$ cat config.mk
export PLATFORM = sky130hd
export DESIGN_NAME = flash_ring_log_pointer_manager_unit_flat
export DESIGN_NICKNAME = d
export VERILOG_FILES = /design/src/rtl/frlpm_pkg.sv /design/src/rtl/frlpm_if.sv /design/src/rtl/frlpm_ctrl.sv /design/src/rtl/frlpm_dp.sv /design/src/rtl/flash_ring_log_pointer_manager_unit.sv /design/src/flat_wrapper.sv
export SDC_FILE = /design/constraint.sdc
export NUM_CORES = 1
export LEC_CHECK = 0
export BUFFER_PORTS_ARGS = -buffer_cell sky130_fd_sc_hd__buf_4
export CORE_ASPECT_RATIO = 1.5
export CORE_MARGIN = 2
export CORE_UTILIZATION = 50
export CTS_CLUSTER_DIAMETER = 40
export DETAILED_ROUTE_END_ITERATION = 6
export PLACE_DENSITY = 0.67
export REMOVE_ABC_BUFFERS = 1
export SLEW_MARGIN = 20
export SYNTH_ARGS = -nofsm -noshare
export SYNTH_HDL_FRONTEND = slang
export SYNTH_SLANG_ARGS = --single-unit
$ cat constraint.sdc
create_clock -name i_clk -period 23.9 [get_ports i_clk]
set_input_delay 1.195 -clock i_clk [delete_from_list [all_inputs] [get_ports i_clk]]
set_output_delay 1.195 -clock i_clk [all_outputs]
set_load 0.02 [all_outputs]
$ cat src/rtl/frlpm_pkg.sv
// ============================================================================
// Flash ring log pointer manager package
// Shared constants, opcode and command codes, controller/datapath structs.
// ============================================================================
package frlpm_pkg;

    localparam int ADDR_W = 19;
    localparam int LEN_W  = 13;
    localparam int SLOT_W = 17;

    localparam logic [ADDR_W-1:0] DATA_BASE   = 19'h10000;
    localparam logic [ADDR_W-1:0] DATA_TOP    = 19'h7FFFF;
    localparam logic [ADDR_W-1:0] SLOT_BASE   = 19'h00000;
    localparam logic [ADDR_W-1:0] RING_SPAN   = 19'h70000;
    localparam logic [LEN_W-1:0]  JRNL_LEN    = 13'd8;
    localparam logic [SLOT_W-1:0] SLOT_STEP   = 17'd8;

    localparam logic [3:0] OP_APPEND      = 4'd0;
    localparam logic [3:0] OP_ACK         = 4'd1;
    localparam logic [3:0] OP_RD_OLDEST   = 4'd2;
    localparam logic [3:0] OP_RD_NEWEST   = 4'd3;
    localparam logic [3:0] OP_READ_FWD    = 4'd4;
    localparam logic [3:0] OP_READ_BWD    = 4'd5;
    localparam logic [3:0] OP_SET_READER  = 4'd6;
    localparam logic [3:0] OP_READ_AT     = 4'd7;
    localparam logic [3:0] OP_ERASE_ALL   = 4'd8;
    localparam logic [3:0] OP_RESTORE     = 4'd9;

    localparam logic [2:0] CMD_NONE    = 3'd0;
    localparam logic [2:0] CMD_WRITE   = 3'd1;
    localparam logic [2:0] CMD_READ    = 3'd2;
    localparam logic [2:0] CMD_ERASE   = 3'd3;
    localparam logic [2:0] CMD_JOURNAL = 3'd4;
    localparam logic [2:0] CMD_CHIP    = 3'd5;

    typedef struct packed {
        logic       load;
        logic       exec;
        logic       sum;
        logic       emit;
        logic [1:0] idx;
        logic       last;
    } t_dp_cmd;

    typedef struct packed {
        logic [2:0] cnt;
        logic       out_free;
    } t_dp_sts;

endpackage

$ cat src/rtl/frlpm_if.sv
// ============================================================================
// Flash ring log pointer manager channel interfaces
// Opcode item channel and flash command result channel, valid/ready.
// ============================================================================
interface frlpm_in_if;
    logic        valid;
    logic        ready;
    logic [3:0]  opcode;
    logic [18:0] target_addr;
    logic [12:0] write_len;
    logic [18:0] restore_in;
    logic [18:0] restore_out;
    logic [15:0] restore_slot;
    logic        record_found;

    modport source (
        output valid, opcode, target_addr, write_len, restore_in, restore_out,
               restore_slot, record_found,
        input  ready
    );
    modport sink (
        input  valid, opcode, target_addr, write_len, restore_in, restore_out,
               restore_slot, record_found,
        output ready
    );
endinterface

interface frlpm_out_if;
    logic        valid;
    logic        ready;
    logic [2:0]  command;
    logic [18:0] flash_addr;
    logic [12:0] flash_len;
    logic [18:0] journal_in;
    logic [18:0] journal_out;
    logic        ok;
    logic [18:0] unread_bytes;
    logic [18:0] cursor_addr;
    logic        last;

    modport source (
        output valid, command, flash_addr, flash_len, journal_in, journal_out, ok,
               unread_bytes, cursor_addr, last,
        input  ready
    );
    modport sink (
        input  valid, command, flash_addr, flash_len, journal_in, journal_out, ok,
               unread_bytes, cursor_addr, last,
        output ready
    );
endinterface

$ cat src/rtl/frlpm_ctrl.sv
// ============================================================================
// Flash ring log pointer manager controller
// Sequences load, execute, count and emit phases of one item.
// ============================================================================
module frlpm_ctrl (
    input  logic               i_clk,
    input  logic               i_rst_n,
    input  logic               i_valid,
    output logic               o_ready,
    output frlpm_pkg::t_dp_cmd o_cmd,
    input  frlpm_pkg::t_dp_sts i_sts
);

    typedef enum logic [3:0] {
        S_IDLE = 4'b0001,
        S_EXEC = 4'b0010,
        S_SUM  = 4'b0100,
        S_EMIT = 4'b1000
    } t_state;

    t_state     r_state, n_state;
    logic [1:0] r_idx, n_idx;
    logic       last_res;

    assign last_res = ({1'b0, r_idx} == (i_sts.cnt - 3'd1));
    assign o_ready  = (r_state == S_IDLE);

    always_comb begin
        n_state    = r_state;
        n_idx      = r_idx;
        o_cmd      = '0;
        o_cmd.idx  = r_idx;
        o_cmd.last = last_res;
        case (r_state)
            S_IDLE: begin
                if (i_valid) begin
                    o_cmd.load = 1'b1;
                    n_state    = S_EXEC;
                end
            end
            S_EXEC: begin
                o_cmd.exec = 1'b1;
                n_state    = S_SUM;
            end
            S_SUM: begin
                o_cmd.sum = 1'b1;
                n_idx     = 2'd0;
                n_state   = S_EMIT;
            end
            S_EMIT: begin
                if (i_sts.out_free) begin
                    o_cmd.emit = 1'b1;
                    n_idx      = r_idx + 2'd1;
                    if (last_res) begin
                        n_state = S_IDLE;
                    end
                end
            end
            default: begin
                n_state = S_IDLE;
            end
        endcase
    end

    always_ff @(posedge i_clk) begin
        if (!i_rst_n) begin
            r_state <= S_IDLE;
            r_idx   <= 2'd0;
        end else begin
            r_state <= n_state;
            r_idx   <= n_idx;
        end
    end

endmodule

$ cat src/rtl/frlpm_dp.sv
// ============================================================================
// Flash ring log pointer manager datapath
// Pointer state, command list build, unread count and output register.
// ============================================================================
module frlpm_dp #(
    parameter int RECORD_BYTES = 16
) (
    input  logic               i_clk,
    input  logic               i_rst_n,
    input  frlpm_pkg::t_dp_cmd i_cmd,
    output frlpm_pkg::t_dp_sts o_sts,
    input  logic [3:0]         i_opcode,
    input  logic [18:0]        i_target_addr,
    input  logic [12:0]        i_write_len,
    input  logic [18:0]        i_restore_in,
    input  logic [18:0]        i_restore_out,
    input  logic [15:0]        i_restore_slot,
    input  logic               i_record_found,
    input  logic               i_out_ready,
    output logic               o_out_valid,
    output logic [2:0]         o_command,
    output logic [18:0]        o_flash_addr,
    output logic [12:0]        o_flash_len,
    output logic [18:0]        o_journal_in,
    output logic [18:0]        o_journal_out,
    output logic               o_ok,
    output logic [18:0]        o_unread_bytes,
    output logic [18:0]        o_cursor_addr,
    output logic               o_last
);

    localparam logic [12:0] RB_LEN = 13'(RECORD_BYTES);
    localparam logic [19:0] RB_ADD = 20'(RECORD_BYTES);
    localparam logic [18:0] RB_SUB = 19'(RECORD_BYTES);

    logic [3:0]  r_op;
    logic [18:0] r_taddr;
    logic [12:0] r_wlen;
    logic [18:0] r_rin;
    logic [18:0] r_rout;
    logic [15:0] r_rslot;
    logic        r_found;

    logic [18:0] r_wp, n_wp;
    logic [18:0] r_ack, n_ack;
    logic [18:0] r_cur, n_cur;
    logic [16:0] r_slot, n_slot;
    logic        r_ok, n_ok;
    logic [2:0]  r_cnt;
    logic [18:0] r_unread;

    logic [2:0]  r_s_cmd  [4];
    logic [18:0] r_s_addr [4];
    logic [12:0] r_s_len  [4];
    logic [18:0] r_s_jin  [4];
    logic [18:0] r_s_jout [4];

    logic [2:0]  s_cmd  [4];
    logic [18:0] s_addr [4];
    logic [12:0] s_len  [4];
    logic [18:0] s_jin  [4];
    logic [18:0] s_jout [4];
    logic [2:0]  k;
    logic        jrnl;
    logic [16:0] slot_eff;

    logic [19:0] sum_wp, sum_ack, sum_cur;
    logic [18:0] adv_wp, adv_ack, adv_cur;
    logic [18:0] bwd_cur;
    logic [12:0] wlen_cut;
    logic [18:0] diff;

    logic        r_out_valid;

    assign sum_wp  = {1'b0, r_wp}  + RB_ADD;
    assign sum_ack = {1'b0, r_ack} + RB_ADD;
    assign sum_cur = {1'b0, r_cur} + RB_ADD;
    assign adv_wp  = (sum_wp  > {1'b0, frlpm_pkg::DATA_TOP}) ? frlpm_pkg::DATA_BASE
                                                             : sum_wp[18:0];
    assign adv_ack = (sum_ack > {1'b0, frlpm_pkg::DATA_TOP}) ? frlpm_pkg::DATA_BASE
                                                             : sum_ack[18:0];
    assign adv_cur = (sum_cur > {1'b0, frlpm_pkg::DATA_TOP}) ? frlpm_pkg::DATA_BASE
                                                             : sum_cur[18:0];
    // base steps back from the top of the data area (0x80000 wraps to 0)
    assign bwd_cur  = ((r_cur == frlpm_pkg::DATA_BASE) ? 19'd0 : r_cur) - RB_SUB;
    assign wlen_cut = (r_wlen > RB_LEN) ? RB_LEN : r_wlen;

    always_comb begin
        n_wp     = r_wp;
        n_ack    = r_ack;
        n_cur    = r_cur;
        n_slot   = r_slot;
        n_ok     = 1'b1;
        k        = 3'd0;
        jrnl     = 1'b0;
        slot_eff = r_slot;
        for (int i = 0; i < 4; i++) begin
            s_cmd[i]  = frlpm_pkg::CMD_NONE;
            s_addr[i] = '0;
            s_len[i]  = '0;
            s_jin[i]  = '0;
            s_jout[i] = '0;
        end
        case (r_op)
            frlpm_pkg::OP_APPEND: begin
                s_cmd[k[1:0]]  = frlpm_pkg::CMD_WRITE;
                s_addr[k[1:0]] = r_wp;
                s_len[k[1:0]]  = wlen_cut;
                k              = k + 3'd1;
                n_wp           = adv_wp;
                if (adv_wp[15:0] == 16'd0) begin
                    s_cmd[k[1:0]]  = frlpm_pkg::CMD_ERASE;
                    s_addr[k[1:0]] = adv_wp;
                    k              = k + 3'd1;
                end
                jrnl = 1'b1;
            end
            frlpm_pkg::OP_ACK: begin
                if (r_wp != r_ack) begin
                    n_ack = adv_ack;
                    jrnl  = 1'b1;
                end else begin
                    n_ok = 1'b0;
                end
            end
            frlpm_pkg::OP_RD_OLDEST: begin
                n_cur = r_ack;
            end
            frlpm_pkg::OP_RD_NEWEST: begin
                n_cur = r_wp;
            end
            frlpm_pkg::OP_READ_FWD: begin
                if (r_wp != r_cur) begin
                    s_cmd[k[1:0]]  = frlpm_pkg::CMD_READ;
                    s_addr[k[1:0]] = r_cur;
                    s_len[k[1:0]]  = RB_LEN;
                    k              = k + 3'd1;
                    n_cur          = adv_cur;
                end else begin
                    n_ok = 1'b0;
                end
            end
            frlpm_pkg::OP_READ_BWD: begin
                if (r_ack != r_cur) begin
                    s_cmd[k[1:0]]  = frlpm_pkg::CMD_READ;
                    s_addr[k[1:0]] = bwd_cur;
                    s_len[k[1:0]]  = RB_LEN;
                    k              = k + 3'd1;
                    n_cur          = bwd_cur;
                end else begin
                    n_ok = 1'b0;
                end
            end
            frlpm_pkg::OP_SET_READER: begin
                if (r_taddr >= r_ack && r_taddr <= r_wp) begin
                    n_cur = r_taddr;
                end else begin
                    n_ok = 1'b0;
                end
            end
            frlpm_pkg::OP_READ_AT: begin
                if (r_cur >= r_ack && r_cur <= r_wp) begin
                    s_cmd[k[1:0]]  = frlpm_pkg::CMD_READ;
                    s_addr[k[1:0]] = r_cur;
                    s_len[k[1:0]]  = RB_LEN;
                    k              = k + 3'd1;
                end else begin
                    n_ok = 1'b0;
                end
            end
            frlpm_pkg::OP_ERASE_ALL: begin
                s_cmd[k[1:0]] = frlpm_pkg::CMD_CHIP;
                k             = k + 3'd1;
                n_wp          = frlpm_pkg::DATA_BASE;
                n_ack         = frlpm_pkg::DATA_BASE;
                n_slot        = '0;
            end
            frlpm_pkg::OP_RESTORE: begin
                if (r_found) begin
                    n_slot = {1'b0, r_rslot} + frlpm_pkg::SLOT_STEP;
                    n_wp   = r_rin;
                    n_ack  = r_rout;
                end else begin
                    s_cmd[k[1:0]]  = frlpm_pkg::CMD_ERASE;
                    s_addr[k[1:0]] = frlpm_pkg::DATA_BASE;
                    k              = k + 3'd1;
                    n_wp           = frlpm_pkg::DATA_BASE;
                    n_ack          = frlpm_pkg::DATA_BASE;
                    n_slot         = '0;
                end
            end
            default: begin
                n_ok = 1'b0;
            end
        endcase
        if (jrnl) begin
            // slot area full: erase it and restart at slot zero
            if (r_slot[16]) begin
                s_cmd[k[1:0]]  = frlpm_pkg::CMD_ERASE;
                s_addr[k[1:0]] = frlpm_pkg::SLOT_BASE;
                k              = k + 3'd1;
                slot_eff       = '0;
            end
            s_cmd[k[1:0]]  = frlpm_pkg::CMD_JOURNAL;
            s_addr[k[1:0]] = {3'd0, slot_eff[15:0]};
            s_len[k[1:0]]  = frlpm_pkg::JRNL_LEN;
            s_jin[k[1:0]]  = n_wp;
            s_jout[k[1:0]] = n_ack;
            k              = k + 3'd1;
            n_slot         = slot_eff + frlpm_pkg::SLOT_STEP;
        end
        if (k == 3'd0) begin
            k = 3'd1;
        end
    end

    always_comb begin
        diff = r_wp - r_ack;
        if (r_wp < r_ack) begin
            diff = diff + frlpm_pkg::RING_SPAN;
        end
    end

    always_ff @(posedge i_clk) begin
        if (i_cmd.load) begin
            r_op    <= i_opcode;
            r_taddr <= i_target_addr;
            r_wlen  <= i_write_len;
            r_rin   <= i_restore_in;
            r_rout  <= i_restore_out;
            r_rslot <= i_restore_slot;
            r_found <= i_record_found;
        end
        if (i_cmd.exec) begin
            for (int i = 0; i < 4; i++) begin
                r_s_cmd[i]  <= s_cmd[i];
                r_s_addr[i] <= s_addr[i];
                r_s_len[i]  <= s_len[i];
                r_s_jin[i]  <= s_jin[i];
                r_s_jout[i] <= s_jout[i];
            end
            r_ok <= n_ok;
        end
        if (i_cmd.sum) begin
            r_unread <= diff;
        end
        if (i_cmd.emit) begin
            o_command      <= r_s_cmd[i_cmd.idx];
            o_flash_addr   <= r_s_addr[i_cmd.idx];
            o_flash_len    <= r_s_len[i_cmd.idx];
            o_journal_in   <= r_s_jin[i_cmd.idx];
            o_journal_out  <= r_s_jout[i_cmd.idx];
            o_ok           <= r_ok;
            o_unread_bytes <= r_unread;
            o_cursor_addr  <= r_cur;
            o_last         <= i_cmd.last;
        end
    end

    always_ff @(posedge i_clk) begin
        if (!i_rst_n) begin
            r_wp        <= frlpm_pkg::DATA_BASE;
            r_ack       <= frlpm_pkg::DATA_BASE;
            r_cur       <= frlpm_pkg::DATA_BASE;
            r_slot      <= '0;
            r_cnt       <= 3'd1;
            r_out_valid <= 1'b0;
        end else begin
            if (i_cmd.exec) begin
                r_wp   <= n_wp;
                r_ack  <= n_ack;
                r_cur  <= n_cur;
                r_slot <= n_slot;
                r_cnt  <= k;
            end
            if (i_cmd.emit) begin
                r_out_valid <= 1'b1;
            end else if (i_out_ready) begin
                r_out_valid <= 1'b0;
            end
        end
    end

    assign o_out_valid  = r_out_valid;
    assign o_sts.cnt      = r_cnt;
    assign o_sts.out_free = !r_out_valid || i_out_ready;

endmodule

$ cat src/rtl/flash_ring_log_pointer_manager_unit.sv
// ============================================================================
// Flash ring log pointer manager
// Circular flash log with journaled write/ack pointers and a read cursor.
// ============================================================================
// Usage:
//   i_cmd carries one opcode item (append, acknowledge, cursor moves, reads,
//   set reader, erase all, restore). o_res returns one to four flash command
//   items per opcode item, in order; the final one has last set. Every result
//   reports ok, the unread byte count and the cursor after the whole step.
// Timing:
//   An item is taken in S_IDLE, its command list and pointer update are
//   built in S_EXEC, the unread count is registered in S_SUM, and the
//   results leave one per cycle while the output register is free.
//   The next item is accepted once the last result is loaded, while that
//   result still waits in the output register.
// Reset:
//   Write, ack pointers and cursor go to 0x10000, the journal slot to 0, and
//   the output register empties.
// Stall:
//   A low o_res.ready keeps the current result in the output register and
//   freezes the emit sequence; no result is dropped or repeated.
// ============================================================================
module flash_ring_log_pointer_manager_unit #(
    parameter int RECORD_BYTES = 16
) (
    input  logic         i_clk,
    input  logic         i_rst_n,
    frlpm_in_if.sink     i_cmd,
    frlpm_out_if.source  o_res
);

    frlpm_pkg::t_dp_cmd dp_cmd;
    frlpm_pkg::t_dp_sts dp_sts;

    frlpm_ctrl u_ctrl (
        .i_clk   (i_clk),
        .i_rst_n (i_rst_n),
        .i_valid (i_cmd.valid),
        .o_ready (i_cmd.ready),
        .o_cmd   (dp_cmd),
        .i_sts   (dp_sts)
    );

    frlpm_dp #(
        .RECORD_BYTES (RECORD_BYTES)
    ) u_dp (
        .i_clk          (i_clk),
        .i_rst_n        (i_rst_n),
        .i_cmd          (dp_cmd),
        .o_sts          (dp_sts),
        .i_opcode       (i_cmd.opcode),
        .i_target_addr  (i_cmd.target_addr),
        .i_write_len    (i_cmd.write_len),
        .i_restore_in   (i_cmd.restore_in),
        .i_restore_out  (i_cmd.restore_out),
        .i_restore_slot (i_cmd.restore_slot),
        .i_record_found (i_cmd.record_found),
        .i_out_ready    (o_res.ready),
        .o_out_valid    (o_res.valid),
        .o_command      (o_res.command),
        .o_flash_addr   (o_res.flash_addr),
        .o_flash_len    (o_res.flash_len),
        .o_journal_in   (o_res.journal_in),
        .o_journal_out  (o_res.journal_out),
        .o_ok           (o_res.ok),
        .o_unread_bytes (o_res.unread_bytes),
        .o_cursor_addr  (o_res.cursor_addr),
        .o_last         (o_res.last)
    );

    a_emit_when_free: assert property (@(posedge i_clk) disable iff (!i_rst_n)
        dp_cmd.emit |-> dp_sts.out_free)
        else $error("result loaded while output register busy");

    a_ready_only_idle: assert property (@(posedge i_clk) disable iff (!i_rst_n)
        i_cmd.ready |-> !(dp_cmd.exec || dp_cmd.sum || dp_cmd.emit))
        else $error("item accepted while previous item in progress");

    a_accept_then_exec: assert property (@(posedge i_clk) disable iff (!i_rst_n)
        (i_cmd.valid && i_cmd.ready) |=> dp_cmd.exec)
        else $error("accepted item not executed");

    a_exec_then_sum: assert property (@(posedge i_clk) disable iff (!i_rst_n)
        dp_cmd.exec |=> (dp_cmd.sum && !dp_cmd.emit))
        else $error("unread count not taken after execute");

    a_count_range: assert property (@(posedge i_clk) disable iff (!i_rst_n)
        dp_cmd.emit |-> (dp_sts.cnt != 3'd0 && dp_sts.cnt <= 3'd4))
        else $error("result count out of range");

endmodule
$ cat src/flat_wrapper.sv
// flat-port wrapper written by rule: the top's interface ports become plain ports
module flash_ring_log_pointer_manager_unit_flat 
#(
    parameter int RECORD_BYTES = 16
)
  (i_clk, i_rst_n, i_cmd_valid, i_cmd_opcode, i_cmd_target_addr, i_cmd_write_len, i_cmd_restore_in, i_cmd_restore_out, i_cmd_restore_slot, i_cmd_record_found, i_cmd_ready, o_res_valid, o_res_command, o_res_flash_addr, o_res_flash_len, o_res_journal_in, o_res_journal_out, o_res_ok, o_res_unread_bytes, o_res_cursor_addr, o_res_last, o_res_ready);
  frlpm_in_if i_cmd_i ();
  frlpm_out_if o_res_i ();
  input  logic i_clk;
  input  logic i_rst_n;
  input wire logic [$bits(i_cmd_i.valid)-1:0] i_cmd_valid;
  input wire logic [$bits(i_cmd_i.opcode)-1:0] i_cmd_opcode;
  input wire logic [$bits(i_cmd_i.target_addr)-1:0] i_cmd_target_addr;
  input wire logic [$bits(i_cmd_i.write_len)-1:0] i_cmd_write_len;
  input wire logic [$bits(i_cmd_i.restore_in)-1:0] i_cmd_restore_in;
  input wire logic [$bits(i_cmd_i.restore_out)-1:0] i_cmd_restore_out;
  input wire logic [$bits(i_cmd_i.restore_slot)-1:0] i_cmd_restore_slot;
  input wire logic [$bits(i_cmd_i.record_found)-1:0] i_cmd_record_found;
  output wire logic [$bits(i_cmd_i.ready)-1:0] i_cmd_ready;
  output wire logic [$bits(o_res_i.valid)-1:0] o_res_valid;
  output wire logic [$bits(o_res_i.command)-1:0] o_res_command;
  output wire logic [$bits(o_res_i.flash_addr)-1:0] o_res_flash_addr;
  output wire logic [$bits(o_res_i.flash_len)-1:0] o_res_flash_len;
  output wire logic [$bits(o_res_i.journal_in)-1:0] o_res_journal_in;
  output wire logic [$bits(o_res_i.journal_out)-1:0] o_res_journal_out;
  output wire logic [$bits(o_res_i.ok)-1:0] o_res_ok;
  output wire logic [$bits(o_res_i.unread_bytes)-1:0] o_res_unread_bytes;
  output wire logic [$bits(o_res_i.cursor_addr)-1:0] o_res_cursor_addr;
  output wire logic [$bits(o_res_i.last)-1:0] o_res_last;
  input wire logic [$bits(o_res_i.ready)-1:0] o_res_ready;
  assign i_cmd_i.valid = i_cmd_valid;
  assign i_cmd_i.opcode = i_cmd_opcode;
  assign i_cmd_i.target_addr = i_cmd_target_addr;
  assign i_cmd_i.write_len = i_cmd_write_len;
  assign i_cmd_i.restore_in = i_cmd_restore_in;
  assign i_cmd_i.restore_out = i_cmd_restore_out;
  assign i_cmd_i.restore_slot = i_cmd_restore_slot;
  assign i_cmd_i.record_found = i_cmd_record_found;
  assign i_cmd_ready = i_cmd_i.ready;
  assign o_res_valid = o_res_i.valid;
  assign o_res_command = o_res_i.command;
  assign o_res_flash_addr = o_res_i.flash_addr;
  assign o_res_flash_len = o_res_i.flash_len;
  assign o_res_journal_in = o_res_i.journal_in;
  assign o_res_journal_out = o_res_i.journal_out;
  assign o_res_ok = o_res_i.ok;
  assign o_res_unread_bytes = o_res_i.unread_bytes;
  assign o_res_cursor_addr = o_res_i.cursor_addr;
  assign o_res_last = o_res_i.last;
  assign o_res_i.ready = o_res_ready;
  flash_ring_log_pointer_manager_unit #(.RECORD_BYTES(RECORD_BYTES)) u_core (.i_clk(i_clk), .i_rst_n(i_rst_n), .i_cmd(i_cmd_i), .o_res(o_res_i));
endmodule
**After elaboration in Yosys (flattened, before gate mapping)**

Memories as Yosys holds them, arrays and structs flattened. A register that Yosys moved wholly into a read port is not among the register bits.
Cells that the tools add are included.

- Flip-flop bits (word level): 235
- Memory bits (writable): 292
- Memories: 5

- Add/subtract/negate cells: 12
- $lt $le $gt $ge: 13
- Equal/unequal tests: 24
- Muxes and demuxes: 91
- Bitwise logic cells: 15
- Reductions and logical operators: 18

Memory list:

| name | words | bits a word | read ports | clocked after memory_dff | wr ports | RTL line | source |
|---|---|---|---|---|---|---|---|
| u_core.u_dp.r_s_addr | 4 | 19 | 1 | 1 | 4 | frlpm_dp.sv:53 | `logic [18:0] r_s_addr [4];` |
| u_core.u_dp.r_s_jin | 4 | 19 | 1 | 1 | 4 | frlpm_dp.sv:55 | `logic [18:0] r_s_jin [4];` |
| u_core.u_dp.r_s_jout | 4 | 19 | 1 | 1 | 4 | frlpm_dp.sv:56 | `logic [18:0] r_s_jout [4];` |
| u_core.u_dp.r_s_len | 4 | 13 | 1 | 1 | 4 | frlpm_dp.sv:54 | `logic [12:0] r_s_len [4];` |
| u_core.u_dp.r_s_cmd | 4 | 3 | 1 | 1 | 4 | frlpm_dp.sv:52 | `logic [2:0] r_s_cmd [4];` |

Operator list:

| kind | number |
|---|---|
| 76-bit two-way mux | 5 |
| 19-bit two-way mux | 18 |
| 76-bit bitwise AND | 3 |
| 19-bit case mux with 5 select lines | 2 |
| 19-bit case mux with 3 select lines | 2 |
| 76-bit bitwise mux | 1 |
| 19-bit demux with 2-bit select | 2 |
| 76-bit NOT | 1 |
| 17-bit two-way mux | 4 |
| 19-bit by 5-bit adder with 20-bit output, second input constant | 3 |
| 20-bit by 19-bit greater-than comparator with 1-bit output, second input constant | 3 |
| 19-bit != test | 3 |
| 52-bit two-way mux | 1 |
| 13-bit case mux with 4 select lines | 1 |
| 48-bit bitwise AND | 1 |
| 48-bit NOT | 1 |
| 19-bit greater-or-equal comparator | 2 |
| 19-bit <= comparator | 2 |
| 12-bit two-way mux | 3 |
| 3-bit case mux with 6 select lines | 2 |
| 17-bit case mux with 2 select lines | 1 |
| 13-bit demux with 2-bit select | 1 |
| 13-bit two-way mux | 2 |
| 3-bit two-way mux | 7 |
| 50 further kinds | 102 |

**Logic depth before layout (Yosys ltp)**

- Word-level depth: 17
- Gate-level depth with buffers: 17
- Depth with buffers taken out: 15

**Hierarchy**

A second synthesis with hierarchy kept.

- Cell total of the unflattened synthesis: 2,139
- Area, all modules: 26,405.3 um2

Modules (own cells, without submodules):

| module | instances | cells each | area each (um2) | sequential area each (um2) |
|---|---|---|---|---|
| frlpm_dp | 1 | 2,097 | 26,006.2 | 15,615.0 |
| frlpm_ctrl | 1 | 42 | 399.1 | 120.1 |

**Worst setup path after synthesis**

Ideal clock, no wire load.

- Path type: reg-to-reg
- Start point: reg u_core.u_ctrl.r_state[0]
- End point: reg u_core.u_dp.r_wp[10]
- Setup time: 0.444 ns
- Data arrival time: 8.428 ns
- Data required time: 23.456 ns
- Path slack: 15.028 ns
- Cell stages (with the launch flop): 6
- Buffers on the path: 2
- Period minus slack after synthesis: 8.872 ns
- Cells stage by stage: dfxtp_1 or4b_1 inv_1 clkbuf_1 buf_1 a211oi_1

- Word-level cells in the longest chain between the ends: 2

RTL lines:

| element | RTL line | source |
|---|---|---|
| start, declared | frlpm_ctrl.sv:21 | `t_state r_state, n_state;` |
| start signal, assigned | frlpm_ctrl.sv:70 | `r_state <= n_state;` |
| 4-bit by 2-bit equality test with 1-bit output | frlpm_ctrl.sv:34 | `case (r_state)` |
| 1-bit two-way mux | frlpm_ctrl.sv:34 |  |
| end signal, assigned | frlpm_dp.sv:262 | `r_wp <= frlpm_pkg::DATA_BASE;` |
| end signal, assigned | frlpm_dp.sv:270 | `r_wp <= n_wp;` |
| end, declared | frlpm_dp.sv:44 | `logic [18:0] r_wp, n_wp;` |

Every way passes these cells.
A chain may end at the register's enable or synchronous reset.

==> results.txt <==
----------------------------------------------------
[Clock tree]
  Maximum level of the CTS H-tree ... 2
  Setup Fix Bufs, Post-CTS ... 0
  Quantity of hold-fixing buffers added after cts ... 0
  Cells resized by post-CTS repair ... 0
  Clock tree from TritonCTS ... done
  Maximum clock insertion buffer count ... 3
  Latest clock arrival within the worst-skew pair ... 0.63 ns
  Buffer type at the clock tree root ... clkbuf_16
  Clk slew on worst S/H paths ... 0.07 ns
  TritonCTS buffer count ... 60
  CTS Sinks ... approximately 550

[Drt]
  Ratio of routed vias to standard cells ... 6.09
  Post-route met1 wirelength ... around 28 mm
  Number of iterations in the first detailed-routing pass ... 6
  Highest metal layer with signal wires ... met5
  Met3 layer wire length in the routed design ... 4.09 mm
  Routed wirelength normalized by instance count ... 25.2 µm
  DR WL met2 ... 40.2 mm
  Overall via count from detail_route ... 18469
  Number of DRC violations after detailed routing ... 0
  Routed Antenna Nets ... 0
  Number of DRC markers in iteration 0 ... 1796
  Final routed wirelength across all metal layers ... 76.6 mm

[Pwr]
  Largest voltage drop on the vdd net ... 0.103 mV
  Fraction of power consumed by the clock network ... a little over 40%
  Internal ... 1.69 mW
  Net Switching ... 0.570 mW
  Power density normalized to cell area ... 74.2 nW/µm²
  Sw Share ... ~25%
  Leakage power total ... 10.3 nW
  Fraction of power consumed by combinational cells ... 9.6%
  Sequential share of power ... 48.9%

[STA]
  Worst setup skew after layout ... 0.0320 ns
  Portion of the clock cycle consumed by the worst path in the final layout ... between 20 and 25%
  Final-report setup violation count ... 0
  Setup repair after global routing missed its margin ... false
  Setup tns final ... 0 ns
  Worst slew margin ... 23.3%
  Pins over their slew limit ... 0
  Post-route minimum period ... 5.12 ns
  Highest Clock Rate ... 195 MHz
  Final Hold Vio Count ... 0
  Slew of the pin with the lowest slew margin ... 1.15 ns

[Floorplan]
  Total core area ... 51600 µm²
  Core Rows ... 102
  Starting density of the core ... 50.4%
  Height of the chip ... 283 µm
  Die W ... between 150 and 200 µm
  Number of ports placed on the die boundary ... 210
  Die outline area ... 53900 µm²

[Critical path]
  Startpoint of the worst-slack reg-to-reg timing path ... u_core.u_dp.r_ack[16]
  Worst Path Required ... 24.22 ns
  Largest fanout of any net on the critical path ... 16
  Depth of the worst register-to-register path ... 14
  CP max stage delay ... 0.70 ns
  Type of destination of the critical path ... register
  Reg-to-reg slack, setup ... 18.78 ns
  Critical Path Source ... u_core.u_dp.r_ack[16]
  Master of the slowest instance on the critical path ... nor3_1
  Classification of the worst setup path ... register to register
  Arrival time worst endpoint ... between 5 and 6 ns
  FF-to-FF End ... u_core.u_dp.r_s_addr[0][1]
  Category of the worst setup path launch point ... register
  CP cell instances ... inv_1 -> ha_1 -> nand4_1 -> nor3_1 -> nand2_1 -> and4b_1 -> a221oi_1 -> nor2_2 -> ha_1 -> inv_1 -> o21ai_0 -> o21bai_1 -> a21oi_2 -> a22oi_1

[Layout]
  Area growth from synthesis to final layout ... 17.1%
  Fill cell count ... 4223
  Most common cell after layout, fill and taps aside ... edfxtp_1
  Fraction of final layout cells sized beyond drive strength 1 ... 19.1%
  Total non-filler cell area in the finished layout ... 30400 µm²
  Post-layout nets ... between 2000 and 3000
  Commonest cells after routing, fill and taps aside ... edfxtp_1 (468), nor2_1 (327), buf_4 (242), nand2_1 (115), ha_1 (112)
  Antenna diodes ... 0

[Global routing]
  Antenna violations before repair ... 1
  Number of global-route vias before repair ... 18646
  Total global routing track utilization ... 28.5%
  Pin count of the biggest net entering global routing ... between 100 and 150
  Grt ovf ... 0
  Global-route wire length before repair ... 114 mm

[Logic synthesis]
  Post-Synthesis Cell Area ... 26000 µm²
  Synth Register Bits ... 552
  Portion of the post-synthesis area used by sequential elements ... 60.5%
  Cell type contributing the most total cell area after synthesis ... edfxtp_1
  Async set-or-reset flop fraction in the synthesized netlist ... 0%
  Area contributors post-synth ... edfxtp_1 (54%), dfxtp_1 (6.5%), ha_1 (5.4%)
  Top-area cell type share of the netlist area ... a little over half
  Yosys warning total ... 0
  Count of flip-flops with a built-in enable after synthesis ... 468
  Count of cell types in the netlist ... between 80 and 90
  Most frequently used flop master after synthesis ... edfxtp_1
  Cells after Synth ... 2096
  Mean post-synth cell area ... about 12 µm²

[Outcome]
  Run status ... completed

[Hold path]
  Hold path endpoint ... u_core.u_dp.o_unread_bytes[18]
  Startpoint of the worst hold path ... u_core.u_dp.r_unread[18]
  Type of the tightest min-delay check ... register to register
  Worst hold path cell count ... 0

[Place]
  Post-DP HPWL ... 53.8 mm
  Placed cell area ... 28400 µm²
  Number of port buffers ... 209
  Routability-driven placement congestion ratio ... between 0.9 and 1

[Flow run]
  Max-capacitance violation count ... 0

----------------------------------------------------
[power groups by stage]
stage / clock network [mW] / registers (mW) / logic (mW)
after floorplan: 0 / 1.11 / 0.137
after global placement: 0 / 1.12 / 0.209
after detailed placement: 0 / 1.13 / 0.214
after CTS: 0.946 / 1.10 / 0.215
after global routing: 0.985 / 1.11 / 0.237
final: 0.935 / 1.11 / 0.217
[final cells by class]
type,instances,area (µm²),area share [%]
Sequential cell,552,15700,51.7
Multi-Input combinational cell,1374,9640,31.7
Timing Repair Buffer,245,1890,6.20
Clock buffer,65,1540,5.06
Tap cell,676,846,2.78
Clock inverter,45,479,1.57
Inverter,78,302,0.991
[kinds of logic (layout without fill, tap and decap cells)]
kind of cell             count (synthesis)  after routing  share of synthesized area [%]
AND/OR/NAND/NOR                        691            691                           12.4
flip-flops                             552            552                           60.5
AO/OA/AOI/OAI                          423            423                           11.3
buffers and inverters                  193            433                           2.97
adder cells (fa/ha/maj)                113            113                           5.47
multiplexers                            70             70                           5.51
XOR/XNOR                                53             53                           1.79
other                                    1             24                         0.0144
[cell usage after synthesis (19+ instances only)]
master / instances
xor2_1: 24
buf_2: 23
edfxtp_1: 468
clkbuf_1: 75
and3_1: 20
a21oi_1: 78
o21ai_0: 85
a221oi_1: 34
nand4_1: 22
a222oi_1: 19
nand3_1: 52
nor3_1: 40
nand2_1: 116
a211oi_1: 44
and2_1: 25
xnor2_1: 29
a22oi_1: 39
inv_1: 75
nor2_1: 327
a21o_1: 22
mux4_2: 58
ha_1: 112
dfxtp_1: 84
[metrics by stage]
step	hold slack (ns)	total power, mW	worst slack (ns)	utilization [%]	instances
final	0.421	2.26	18.78	59.0	3035
after floorplan	0.400	1.25	14.42	-	2004
after global placement	0.402	1.33	19.07	55.0	2922
after global routing	0.429	2.33	18.49	59.0	3035
after detailed placement	0.405	1.34	18.95	55.0	2923
after CTS	0.423	2.27	18.92	58.9	3033
[flip-flops by register name (all words and copies together) (netlist names), 8 cells and up]
signal                      cells
u_core.u_dp.o_unread_bytes     19
u_core.u_dp.r_s_len            14
u_core.u_dp.r_s_addr           70
u_core.u_dp.r_slot             17
u_core.u_dp.o_flash_len        13
u_core.u_dp.o_journal_in       19
u_core.u_dp.r_rout             19
u_core.u_dp.r_rin              19
u_core.u_dp.o_journal_out      19
u_core.u_dp.r_ack              19
u_core.u_dp.r_taddr            19
u_core.u_dp.r_rslot            16
u_core.u_dp.r_s_cmd             8
u_core.u_dp.o_cursor_addr      19
u_core.u_dp.r_wp               19
u_core.u_dp.o_flash_addr       19
u_core.u_dp.r_s_jin            76
u_core.u_dp.r_s_jout           76
u_core.u_dp.r_wlen             13
u_core.u_dp.r_unread           19
u_core.u_dp.r_cur              19
[critical path, delay by kind of cell (launching register included)]
family	cells	cell delay, ns
DFF	1	0.45
and+or+nand+nor	5	1.70
buffers and inverters	2	0.29
AOI/OAI and AO/OA	5	1.60
adders and majority gates	2	0.77
[how the worst max path moves through the flow]
stage	end	slack (ns)	depth (start not counted)
after floorplan	u_core.u_dp.r_cur[6]	14.42	8
after global placement	u_core.u_dp.r_s_addr[0][15]	19.07	14
after detailed placement	u_core.u_dp.r_s_addr[0][1]	18.95	14
after CTS	u_core.u_dp.r_s_addr[0][15]	18.92	14
after global routing	u_core.u_dp.r_s_addr[0][4]	18.49	14
final	u_core.u_dp.r_s_addr[0][1]	18.78	14
[layer usage]
layer,global-route usage (%),vias to the layer above
met5,0,-
met4,13.2,2
met3,4.01,177
met2,51.3,691
met1,33.5,9201
li1,-,8398
Note: power is estimated with default switching activity, not from simulation.
